### src/rtl/frml_pkg.sv
// Package for the frame rate meter and limiter.
// Holds the transaction payload structs and the fixed constants.
// No dependencies.
`default_nettype none

package frml_pkg;

	typedef struct packed {
		logic [31:0] frame_start_ticks;
		logic [31:0] now_ticks;
	} frame_t;

	typedef struct packed {
		logic [21:0] fps_q8;
		logic [15:0] frame_time_ms;
		logic [9:0]  delay_ms;
	} stat_t;

	localparam int unsigned FPS_W       = 22;
	localparam int unsigned GAP_W       = 16;
	localparam int unsigned LIMIT_W     = 10;
	localparam int unsigned FPS_SCALE   = 256000;  // 1000 fps with 8 fraction bits
	localparam int unsigned PERIOD_BASE = 1000;    // ms in one second
	localparam int unsigned PERIOD_BITS = 10;      // quotient bits of 1000/limit
	localparam logic [LIMIT_W-1:0] LIMIT_RESET = 10'd60;
	localparam logic [FPS_W-1:0]   FPS_DEFAULT = 22'd15360;
	localparam logic [FPS_W-1:0]   FPS_MAX     = 22'h3FFFFF;

endpackage

`default_nettype wire

### src/rtl/frml_div.sv
// Shared restoring divider, one quotient bit per cycle.
// Dividend is left aligned; the caller picks the number of iterations.
// Depends on nothing but its parameters.
`default_nettype none

module frml_div #(
	parameter int unsigned NUM_W = 22,
	parameter int unsigned DEN_W = 20
) (
	input  wire logic                           clk,
	input  wire logic                           arst_n,
	input  wire logic                           start,
	input  wire logic [NUM_W-1:0]               dividend,
	input  wire logic [DEN_W-1:0]               divisor,
	input  wire logic [$clog2(NUM_W+1)-1:0]     n_iter,
	output logic                                busy,
	output logic                                done,
	output logic [NUM_W-1:0]                    quotient
);

	localparam int unsigned ITER_W = $clog2(NUM_W + 1);

	logic [ITER_W-1:0] cnt_q;
	logic              done_q;
	logic [DEN_W-1:0]  rem_q;
	logic [DEN_W-1:0]  den_q;
	logic [NUM_W-1:0]  dvd_q;
	logic [NUM_W-1:0]  quo_q;

	logic [DEN_W:0]    trial;
	logic              fits;
	logic [DEN_W:0]    diff;

	assign trial = {rem_q, dvd_q[NUM_W-1]};
	assign diff  = trial - {1'b0, den_q};
	assign fits  = (trial >= {1'b0, den_q});

	always_ff @(posedge clk or negedge arst_n) begin
		if (!arst_n) begin
			cnt_q  <= '0;
			done_q <= 1'b0;
		end else if (start) begin
			cnt_q  <= n_iter;
			done_q <= 1'b0;
		end else begin
			done_q <= (cnt_q == ITER_W'(1));
			if (cnt_q != '0) begin
				cnt_q <= cnt_q - ITER_W'(1);
			end
		end
	end

	always_ff @(posedge clk) begin
		if (start) begin
			rem_q <= '0;
			den_q <= divisor;
			dvd_q <= dividend;
			quo_q <= '0;
		end else if (cnt_q != '0) begin
			// remainder stays below the divisor, so DEN_W bits hold it
			rem_q <= fits ? diff[DEN_W-1:0] : trial[DEN_W-1:0];
			dvd_q <= {dvd_q[NUM_W-2:0], 1'b0};
			quo_q <= {quo_q[NUM_W-2:0], fits};
		end
	end

	assign busy     = (cnt_q != '0);
	assign done     = done_q;
	assign quotient = quo_q;

endmodule

`default_nettype wire

### src/rtl/frml_ring.sv
// Gap history ring: one write port, one registered read port.
// Entries are undefined until written. No package dependency.
`default_nettype none

module frml_ring #(
	parameter int unsigned DEPTH  = 10,
	parameter int unsigned ADDR_W = 4,
	parameter int unsigned DATA_W = 16
) (
	input  wire logic              clk,
	input  wire logic              we,
	input  wire logic [ADDR_W-1:0] waddr,
	input  wire logic [DATA_W-1:0] wdata,
	input  wire logic [ADDR_W-1:0] raddr,
	output logic [DATA_W-1:0]      rdata
);

	logic [DATA_W-1:0] mem [DEPTH];
	logic [DATA_W-1:0] rdata_q;

	always_ff @(posedge clk) begin
		if (we) begin
			mem[waddr] <= wdata;
		end
		rdata_q <= mem[raddr];
	end

	assign rdata = rdata_q;

endmodule

`default_nettype wire

### src/rtl/frame_rate_meter_limiter_top.sv
// Frame rate meter and limiter, top level with the sequencer.
// Sequence per frame: SUB and ADD update the gap sum, DIVP divides for the period (10 divider
// steps), DIVF for the average rate (NUM_W = 22 steps with the default window), DLY forms the
// delay and DONE presents the result; DIVF is skipped when the gap sum is zero.
// A new frame is taken only once the last result is emitted, as the single divider is shared.
// Reset: async active low; clears counters, sum and flags, limit goes to 60.
`default_nettype none

module frame_rate_meter_limiter_top #(
	parameter int unsigned WINDOW_LEN = 10
) (
	input  wire logic                              clk,
	input  wire logic                              arst_n,
	input  wire logic                              cfg_we,
	input  wire logic [frml_pkg::LIMIT_W-1:0]      cfg_data,
	input  wire logic                              frame_valid,
	output logic                                   frame_ready,
	input  wire frml_pkg::frame_t                  frame_data,
	output logic                                   stat_valid,
	input  wire logic                              stat_ready,
	output frml_pkg::stat_t                        stat_data
);

	localparam int unsigned CNT_W  = $clog2(WINDOW_LEN + 1);
	localparam int unsigned SLOT_W = (WINDOW_LEN > 1) ? $clog2(WINDOW_LEN) : 1;
	localparam int unsigned SUM_W  = frml_pkg::GAP_W + CNT_W;
	localparam int unsigned NUM_W  = 18 + CNT_W;
	localparam int unsigned ITER_W = $clog2(NUM_W + 1);
	localparam int unsigned QX_W   = (NUM_W > frml_pkg::FPS_W) ? NUM_W : frml_pkg::FPS_W;

	localparam logic [2:0] S_IDLE = 3'd0;
	localparam logic [2:0] S_SUB  = 3'd1;
	localparam logic [2:0] S_ADD  = 3'd2;
	localparam logic [2:0] S_DIVP = 3'd3;
	localparam logic [2:0] S_DIVF = 3'd4;
	localparam logic [2:0] S_DLY  = 3'd5;
	localparam logic [2:0] S_DONE = 3'd6;

	logic [2:0]                       state_q;
	logic [frml_pkg::LIMIT_W-1:0]     limit_q;
	logic [SLOT_W-1:0]                slot_q;
	logic [CNT_W-1:0]                 fill_q;
	logic [SUM_W-1:0]                 sum_q;
	logic [31:0]                      last_end_q;
	logic                             seen_q;
	logic [frml_pkg::GAP_W-1:0]       gap_q;
	logic [31:0]                      busy_q;
	logic [frml_pkg::PERIOD_BITS-1:0] period_q;
	logic [frml_pkg::FPS_W-1:0]       fps_q;
	logic [9:0]                       delay_q;
	logic                             stat_valid_q;
	frml_pkg::stat_t                  stat_q;

	logic                             accept;
	logic                             full;
	logic                             emit;
	logic [31:0]                      raw_gap;
	logic [frml_pkg::GAP_W-1:0]       new_gap;
	logic [frml_pkg::GAP_W-1:0]       old_gap;
	logic                             ring_we;

	logic                             div_start;
	logic [NUM_W-1:0]                 div_dividend;
	logic [SUM_W-1:0]                 div_divisor;
	logic [ITER_W-1:0]                div_iter;
	logic                             div_busy;
	logic                             div_done;
	logic [NUM_W-1:0]                 div_quo;
	logic [QX_W-1:0]                  quo_x;
	logic [frml_pkg::LIMIT_W-1:0]     limit_eff;

	assign frame_ready = (state_q == S_IDLE);
	assign accept      = frame_valid && frame_ready;
	assign full        = (fill_q == CNT_W'(WINDOW_LEN));
	assign emit        = (state_q == S_DONE) && (!stat_valid_q || stat_ready);

	assign raw_gap = frame_data.now_ticks - last_end_q;
	assign new_gap = !seen_q ? '0 :
		(|raw_gap[31:frml_pkg::GAP_W]) ? '1 : raw_gap[frml_pkg::GAP_W-1:0];

	assign ring_we = (state_q == S_SUB);

	frml_ring #(
		.DEPTH  (WINDOW_LEN),
		.ADDR_W (SLOT_W),
		.DATA_W (frml_pkg::GAP_W)
	) u_ring (
		.clk   (clk),
		.we    (ring_we),
		.waddr (slot_q),
		.wdata (gap_q),
		.raddr (slot_q),
		.rdata (old_gap)
	);

	// Limit of zero behaves as one.
	assign limit_eff = (limit_q == '0) ? frml_pkg::LIMIT_W'(1) : limit_q;

	always_comb begin
		div_start    = 1'b0;
		div_dividend = NUM_W'(frml_pkg::PERIOD_BASE) << (NUM_W - frml_pkg::PERIOD_BITS);
		div_divisor  = SUM_W'(limit_eff);
		div_iter     = ITER_W'(frml_pkg::PERIOD_BITS);
		case (state_q)
			S_ADD: begin
				div_start = 1'b1;
			end
			S_DIVP: begin
				if (div_done && sum_q != '0) begin
					div_start    = 1'b1;
					div_dividend = NUM_W'(frml_pkg::FPS_SCALE) * NUM_W'(fill_q);
					div_divisor  = sum_q;
					div_iter     = ITER_W'(NUM_W);
				end
			end
			default: begin
				div_start = 1'b0;
			end
		endcase
	end

	frml_div #(
		.NUM_W (NUM_W),
		.DEN_W (SUM_W)
	) u_div (
		.clk      (clk),
		.arst_n   (arst_n),
		.start    (div_start),
		.dividend (div_dividend),
		.divisor  (div_divisor),
		.n_iter   (div_iter),
		.busy     (div_busy),
		.done     (div_done),
		.quotient (div_quo)
	);

	assign quo_x = QX_W'(div_quo);

	always_ff @(posedge clk or negedge arst_n) begin
		if (!arst_n) begin
			limit_q <= frml_pkg::LIMIT_RESET;
		end else if (cfg_we) begin
			limit_q <= cfg_data;
		end
	end

	always_ff @(posedge clk or negedge arst_n) begin
		if (!arst_n) begin
			state_q      <= S_IDLE;
			slot_q       <= '0;
			fill_q       <= '0;
			sum_q        <= '0;
			last_end_q   <= '0;
			seen_q       <= 1'b0;
			stat_valid_q <= 1'b0;
		end else begin
			if (emit) begin
				stat_valid_q <= 1'b1;
			end else if (stat_ready) begin
				stat_valid_q <= 1'b0;
			end
			case (state_q)
				S_IDLE: begin
					if (accept) begin
						last_end_q <= frame_data.now_ticks;
						seen_q     <= 1'b1;
						state_q    <= S_SUB;
					end
				end
				S_SUB: begin
					// old entry leaves the window only once it is full
					if (full) begin
						sum_q <= sum_q - SUM_W'(old_gap);
					end else begin
						fill_q <= fill_q + CNT_W'(1);
					end
					slot_q  <= (slot_q == SLOT_W'(WINDOW_LEN - 1)) ? '0 : slot_q + SLOT_W'(1);
					state_q <= S_ADD;
				end
				S_ADD: begin
					sum_q   <= sum_q + SUM_W'(gap_q);
					state_q <= S_DIVP;
				end
				S_DIVP: begin
					if (div_done) begin
						state_q <= (sum_q == '0) ? S_DLY : S_DIVF;
					end
				end
				S_DIVF: begin
					if (div_done) begin
						state_q <= S_DLY;
					end
				end
				S_DLY: begin
					state_q <= S_DONE;
				end
				S_DONE: begin
					if (emit) begin
						state_q <= S_IDLE;
					end
				end
				default: begin
					state_q <= S_IDLE;
				end
			endcase
		end
	end

	always_ff @(posedge clk) begin
		if (accept) begin
			gap_q  <= new_gap;
			busy_q <= frame_data.now_ticks - frame_data.frame_start_ticks;
		end
		if (state_q == S_DIVP && div_done) begin
			period_q <= div_quo[frml_pkg::PERIOD_BITS-1:0];
			if (sum_q == '0) begin
				fps_q <= frml_pkg::FPS_DEFAULT;
			end
		end
		if (state_q == S_DIVF && div_done) begin
			fps_q <= (quo_x > QX_W'(frml_pkg::FPS_MAX)) ?
				frml_pkg::FPS_MAX : quo_x[frml_pkg::FPS_W-1:0];
		end
		if (state_q == S_DLY) begin
			delay_q <= (32'(period_q) > busy_q) ? (period_q - busy_q[9:0]) : '0;
		end
		if (emit) begin
			stat_q.fps_q8        <= fps_q;
			stat_q.frame_time_ms <= gap_q;
			stat_q.delay_ms      <= delay_q;
		end
	end

	assign stat_valid = stat_valid_q;
	assign stat_data  = stat_q;

`ifndef SYNTHESIS
	a_fill_bound: assert property (@(posedge clk) disable iff (!arst_n)
		fill_q <= CNT_W'(WINDOW_LEN))
		else $error("fill count beyond window length");

	a_slot_bound: assert property (@(posedge clk) disable iff (!arst_n)
		32'(slot_q) < WINDOW_LEN)
		else $error("ring slot out of range");

	a_div_idle: assert property (@(posedge clk) disable iff (!arst_n)
		div_start |-> !div_busy)
		else $error("divider started while busy");

	a_emit_valid: assert property (@(posedge clk) disable iff (!arst_n)
		emit |=> (stat_valid && state_q == S_IDLE))
		else $error("result not presented after sequence end");
`endif

endmodule

`default_nettype wire
### config.mk
export PLATFORM = sky130hd
export DESIGN_NAME = frame_rate_meter_limiter_top
export DESIGN_NICKNAME = d
export VERILOG_FILES = /design/src/rtl/frml_pkg.sv /design/src/rtl/frml_div.sv /design/src/rtl/frml_ring.sv /design/src/rtl/frame_rate_meter_limiter_top.sv
export SDC_FILE = /design/constraint.sdc
export NUM_CORES = 1
export LEC_CHECK = 0
export BUFFER_PORTS_ARGS = -buffer_cell sky130_fd_sc_hd__buf_2
export CORE_ASPECT_RATIO = 0.75
export CORE_MARGIN = 3
export CORE_UTILIZATION = 62
export DETAILED_ROUTE_END_ITERATION = 8
export PLACE_DENSITY_LB_ADDON = 0.25
export SLEW_MARGIN = 20
export SYNTH_ARGS = -nofsm -noshare
export SYNTH_HDL_FRONTEND = slang
export SYNTH_SLANG_ARGS = --single-unit
### constraint.sdc
create_clock -name clk -period 4.95 [get_ports clk]
set_input_delay 0.7425 -clock clk [delete_from_list [all_inputs] [get_ports clk]]
set_output_delay 0.7425 -clock clk [all_outputs]
set_load 0.05 [all_outputs]
; After elaboration in Yosys (flattened, before gate mapping)
; Memory sizes are Yosys's and may differ from the RTL's. A register that Yosys moved wholly into a read port is not among the register bits.
; Cells that the tools add are included.
[word_totals]
memories = 1
reg_bits = 303
ram_bits = 160
output_inout_bits = 50
word_cells = 109
latchBits = 0
rom_bits = 0
[op_classes]
n_shift = 0
div_mod_pow = 0
bitwise = 1
n_addsub = 9
muxes = 33
n_lt_le_gt_ge = 3
n_reduce_logical = 24
mul = 1
n_eq_ne = 14
[mem_list]
columns = memory, depth, word_bits, rd, rd_clocked_by_memory_dff, wr, line
row1 = u_ring.mem, 10, 16, 1, 1, 1, frml_ring.sv:18  ; logic [DATA_W-1:0] mem [DEPTH];
[ops]
columns = operator, n
row1 = 2-to-1 mux 22 bit, 8
row2 = subtractor 32 bit, 2
row3 = 2-to-1 mux 20 bit, 2
row4 = one-hot mux 20 bit (2 select lines), 1
row5 = > comparator 10 x 32 -> 1 bit, 1
row6 = 2-to-1 mux 10 bit, 3
row7 = "> comparator 22 bit, second input constant", 1
row8 = greater-or-equal comparator 21 x 20 -> 1 bit, 1
row9 = one-hot mux 3 bit (7 select lines), 1
row10 = adder 20 x 16 -> 20 bit, 1
row11 = zero test 20 bit, 1
row12 = 2-to-1 mux 5 bit, 4
row13 = nonzero test 20 bit, 1
row14 = subtractor 20 x 16 -> 20 bit, 1
row15 = subtractor 20 bit, 1
row16 = 2-to-1 mux 16 bit, 1
row17 = OR reduction 16 bit, 1
row18 = 2-to-1 mux 3 bit, 4
row19 = "multiplier 7 x 4 -> 11 bit, first input constant", 1
row20 = zero test 10 bit, 1
row21 = AND reduction 2 bit, 5
row22 = nonzero test 2 bit, 5
row23 = subtractor 10 bit, 1
row24 = "== test 3 bit, second input constant", 3
row25 = other kinds (18), 34

; Longest topological paths before layout
[depth]
word_depth = 5
ltp_mapped = 17
depth_no_buf = 17

; Cells and area by module
; A second synthesis with hierarchy kept.
[hier_totals]
hier_cells = 2134
area_unflattened_um2 = 24646.1
[by_module_without_submodules]
columns = mod, area_per_inst_um2, cells_per_inst, seq_area_each_um2, instances
row1 = frame_rate_meter_limiter_top, 13501.7, 1370, 6025.8, 1
row2 = frml_ring, 6712.7, 358, 5124.9, 1
row3 = frml_div, 4431.8, 406, 2252.2, 1

; Least setup slack after synthesis
; No wires, ideal clock.
[synth_timing]
path_type = flip-flop to flip-flop
start = reg state_q[1]
end = reg busy_q[0], enable pin
path_stages_with_launch = 6
t_arrival_ps = 3706
setup_ps = 429
slack_ps = 815
path_buffers = 3
path_cell_list = dfrtp_1 > clkbuf_1 > nor3_1 > and2_1 > clkbuf_1 > clkbuf_1
[synth_between]
elab_chain_cells = 2
[synth_lines]
columns = item, line
row1 = "start, declared", frame_rate_meter_limiter_top.sv:39  ; logic [2:0] state_q;
row2 = "start signal, assigned", frame_rate_meter_limiter_top.sv:186  ; state_q <= (sum_q == '0) ? S_DLY : S_DIVF;
row3 = zero test 3 bit, frame_rate_meter_limiter_top.sv:72  ; assign frame_ready = (state_q == S_IDLE);
row4 = via frame_ready, frame_rate_meter_limiter_top.sv:17  ; output logic frame_ready,
row5 = logical AND 1 bit, frame_rate_meter_limiter_top.sv:73  ; assign accept = frame_valid && frame_ready;
row6 = via accept, frame_rate_meter_limiter_top.sv:54  ; logic accept;
row7 = "end signal, assigned", frame_rate_meter_limiter_top.sv:212  ; busy_q <= frame_data.now_ticks - frame_data.frame_start_ticks;
row8 = "end, declared", frame_rate_meter_limiter_top.sv:47  ; logic [31:0] busy_q;
; The timed path passes the listed nets, and every way through them passes these cells.
; A chain may end at the register's enable or synchronous reset.

; Final worst setup path
[layout_timing]
start = reg u_ring.rdata_q[0], in the netlist u_ring.rdata[0], read port of u_ring.mem
end = reg sum_q[19]
[layout_between]
elab_chain_cells = 3
[layout_lines]
columns = item, line
row1 = "start, declared", frml_ring.sv:19  ; logic [DATA_W-1:0] rdata_q;
row2 = subtractor 20 x 16 -> 20 bit, frame_rate_meter_limiter_top.sv:173  ; sum_q <= sum_q - SUM_W'(old_gap);
row3 = 2-to-1 mux 20 bit, frame_rate_meter_limiter_top.sv:172  ; if (full) begin
row4 = one-hot mux 20 bit (2 select lines), frame_rate_meter_limiter_top.sv:162  ; case (state_q)
row5 = "end signal, assigned", frame_rate_meter_limiter_top.sv:173
row6 = "end signal, assigned", frame_rate_meter_limiter_top.sv:181  ; sum_q <= sum_q + SUM_W'(gap_q);
row7 = "end, declared", frame_rate_meter_limiter_top.sv:43  ; logic [SUM_W-1:0] sum_q;
; Every way passes these cells. The select of a mux whose other input is x is not followed.

==> flow_summary.json <==
{
  "synth-edff-count": 329,
  "required_ps": 5400,
  "cts-root-buf": "clkbuf_16",
  "antenna_found_initial": 0,
  "setup_violations": 0,
  "clk_path_buf_depth": 3,
  "grt_max_degree": 86,
  "synth-seq-cells": 468,
  "fillCellCount": 2676,
  "finalClockSkew_ps": 24.4,
  "clk_pin_slew_worst_paths_ps": 60,
  "syn_inst": 2073,
  "ant_nets": 0,
  "drcViolationCount": 0,
  "path_class": "reg -> reg",
  "post_dp_cell_area_um2": 24800,
  "cts-resized-gates": 0,
  "area_delta_synth_final_pct": 11.3,
  "ys_warn_count": 0,
  "wl_per_cell_um": 18.9,
  "fp.dieH_um": 175,
  "grt_pass1_vias": 15500,
  "rows": 61,
  "slew_viol_final": 0,
  "wirelength_um": 51500,
  "cp.arrival_ps": 4920,
  "syn_nets": 2296,
  "numCtsBuffers": 44,
  "hp-class": "in -> async",
  "port_buffers": 128,
  "fin_nets": 2412,
  "grt_overflow": 0,
  "grt_pass1_wl_um": 82100,
  "timing.critical_path.from": "u_ring.rdata[0]",
  "async_flop_share_pct": 17.3,
  "power.density_nw_per_um2": 631,
  "htreeDepth": 2,
  "dieWidth_um": 232,
  "synth_flop_cell": "edfxtp_1",
  "first_pass_iters": 5,
  "max_stage_delay_ps": 470,
  "tightest_slew_ps": 1060,
  "drt_iter0_markers": 1321,
  "cp_slowest_cell": "or3b_2",
  "syn_avg_cell_area_um2": 11.4,
  "dp_hpwl_um": 35600,
  "viasPerCell": 5.90,
  "final_util_pct": 70.5,
  "p_leak_uw": 0.0105,
  "outcome": "finished clean",
  "rsz0062_at_grt": "false",
  "clk_latency_ps": 570,
  "crit_path_end": "sum_q[19]",
  "synth_area_um2": 23700,
  "synth-xor-area-share_pct": 3.96,
  "post_cts_buffers": 0,
  "rr_worst_depth": 17,
  "synth-adder-area-share_pct": 7.99,
  "vias": 16100,
  "max_freq_ghz": 0.224,
  "r2r-end": "sum_q[19]",
  "cts_hold_buffers": 0,
  "ys_seq_area_share_pct": 55.2,
  "die_area_um2": 40600,
  "synth_top_family_by_area": "compound AO/OA/AOI/OAI gates",
  "layout-drive-gt1-share_pct": 13.4,
  "start_util_pct": 63.3,
  "critPathMaxFanout": 4,
  "synth_cell_types": 74,
  "antennaDiodeCount": 0,
  "muxShareOfSynthArea_pct": 5.02,
  "post-route-min-period_ps": 4460,
  "post-route-period-util_pct": 90.2,
  "cts_tree": "built",
  "gp_congestion": 0.925,
  "cp-end-kind": "register",
  "fin_tns_setup_ps": 0,
  "coreArea_um2": 37400,
  "start_kind": "register",
  "io_pins": 129,
  "synth_simple_gate_area_share_pct": 11.7,
  "cap_violations": 0,
  "ir_worst_vdd_mv": 0.344,
  "fin_area_um2": 26400,
  "path_cells": "inv_1 -> ha_1 -> or3b_2 -> or3_1 -> nor3_1 -> xor2_1 -> a21oi_1 -> ha_1 -> a21oi_1 -> o22a_1 -> o41ai_1 -> o41ai_1 -> o22ai_1 -> o41a_1 -> a31oi_1 -> xor2_1 -> o32ai_1",
  "reg2reg_from": "u_ring.rdata[0]",
  "slew_headroom_pct": 29.4,
  "synth_compound_area_share_pct": 12.6,
  "hold_violations": 0,
  "cts_sinks": 468,
  "rrSetupSlack_ps": 490,
  "groute.usage.overall_pct": 25.4
}
==> cells in the mapped netlist, types with 34 or more instances <==
master	count	area [um^2]
edfxtp_1	329	9880
nand2_1	194	728
a21oi_1	184	921
inv_1	140	526
ha_1	132	1650
o21ai_0	121	606
nor2_1	118	443
dfrtp_1	77	1930
xnor2_1	66	578
clkbuf_1	58	218
dfxtp_1	58	1160
and2_1	50	313
nor3_1	45	225
xor2_1	41	359
a21o_1	39	293
nand3_1	34	170
==> worst max-delay path: cells and delay by family, from the launching register on <==
kind                     cells  cell delay (ps)
AND/OR/NAND/NOR              3             1060
adder cells (fa/ha/maj)      2              530
AO/OA/AOI/OAI                9             2110
flip-flops                   1              300
XOR/XNOR                     2              270
buffers and inverters        1               80
==> report_power, final <==
group / leakage (uW) / total [uW] / switching [uW] / internal (uW)
Sequential: 0.00444 / 5640 / 629 / 5010
Clock: 0.000722 / 3510 / 1470 / 2040
Combinational: 0.00536 / 7480 / 4310 / 3160
==> cell families (layout without fill, tap and decap cells) <==
kind of cell,Yosys count,after routing
adder cells (fa/ha/maj),144,144
multiplexers,77,77
AO/OA/AOI/OAI,483,483
XOR/XNOR,107,107
flip-flops,468,468
AND/OR/NAND/NOR,577,577
buffers and inverters,217,369
==> how the worst min path moves through the flow <==
stage | startpoint | endpoint | slack, ps | depth (start not counted)
finish | arst_n | limit_q[7] | 150 | 1
CTS | arst_n | sum_q[10] | 140 | 1
detailed placement | fps_q[15] | stat_data[41] | 400 | 0
global route | arst_n | sum_q[10] | 160 | 1
global placement | fps_q[12] | stat_data[38] | 400 | 0
floorplan | delay_q[0] | stat_data[0] | 400 | 0
==> state kept, by name (all words and copies together) (netlist names) <==
name / count
state_q: 3
fill_q: 4
stat_data: 48
stat_valid: 1
u_div.den_q: 20
sum_q: 20
u_div.dvd_q: 11
u_div.done: 1
slot_q: 4
delay_q: 10
seen_q: 1
u_div.cnt_q: 5
u_ring.mem: 160
last_end_q: 32
u_div.quotient: 22
u_ring.rdata: 16
limit_q: 10
busy_q: 32
gap_q: 16
period_q: 10
u_div.rem_q: 20
fps_q: 22
==> routing by layer <==
layer,share of wire [%],vias up,global-route usage (%)
met5,0,-,0
met4,2.2,0,6.24
met3,5.7,86,4.09
met2,47,470,40.5
met1,45,7745,36.8
li1,-,7796,-
==> final cells by class <==
| type | instances | area, um^2 | area share, % |
|---|---|---|---|
| Tap cell | 504 | 631 | 2.39 |
| Multi-Input combinational cell | 1388 | 9840 | 37.3 |
| Timing Repair Buffer | 146 | 778 | 2.95 |
| Sequential cell | 468 | 13100 | 49.6 |
| Clock inverter | 22 | 302 | 1.14 |
| Inverter | 141 | 529 | 2.01 |
| Clock buffer | 60 | 1200 | 4.56 |
==> placed cells by master (no fill, tap or decap), types with 34 or more instances in the layout <==
master / count
buf_2: 127
xnor2_1: 65
edfxtp_1: 329
nand2_1: 193
inv_1: 140
o21ai_0: 120
nor2_1: 114
xor2_1: 41
nand3_1: 34
and2_1: 49
ha_1: 132
dfrtp_1: 76
clkbuf_16: 44
dfxtp_1: 58
a21o_1: 39
nor3_1: 41
a21oi_1: 184
==> metrics by stage <==
| stage | worst slack (ps) | std cells | hold slack, ps | power (uW) |
|---|---|---|---|---|
| CTS | 558 | 2729 | 143 | 16600 |
| finish | 486 | 2729 | 150 | 16600 |
| global placement | 608 | 2647 | 401 | 12800 |
| global route | 213 | 2729 | 162 | 17800 |
| detailed placement | 556 | 2647 | 405 | 13000 |
| floorplan | 815 | 2073 | 400 | 11400 |
Note: power is estimated with default switching activity, not from simulation.
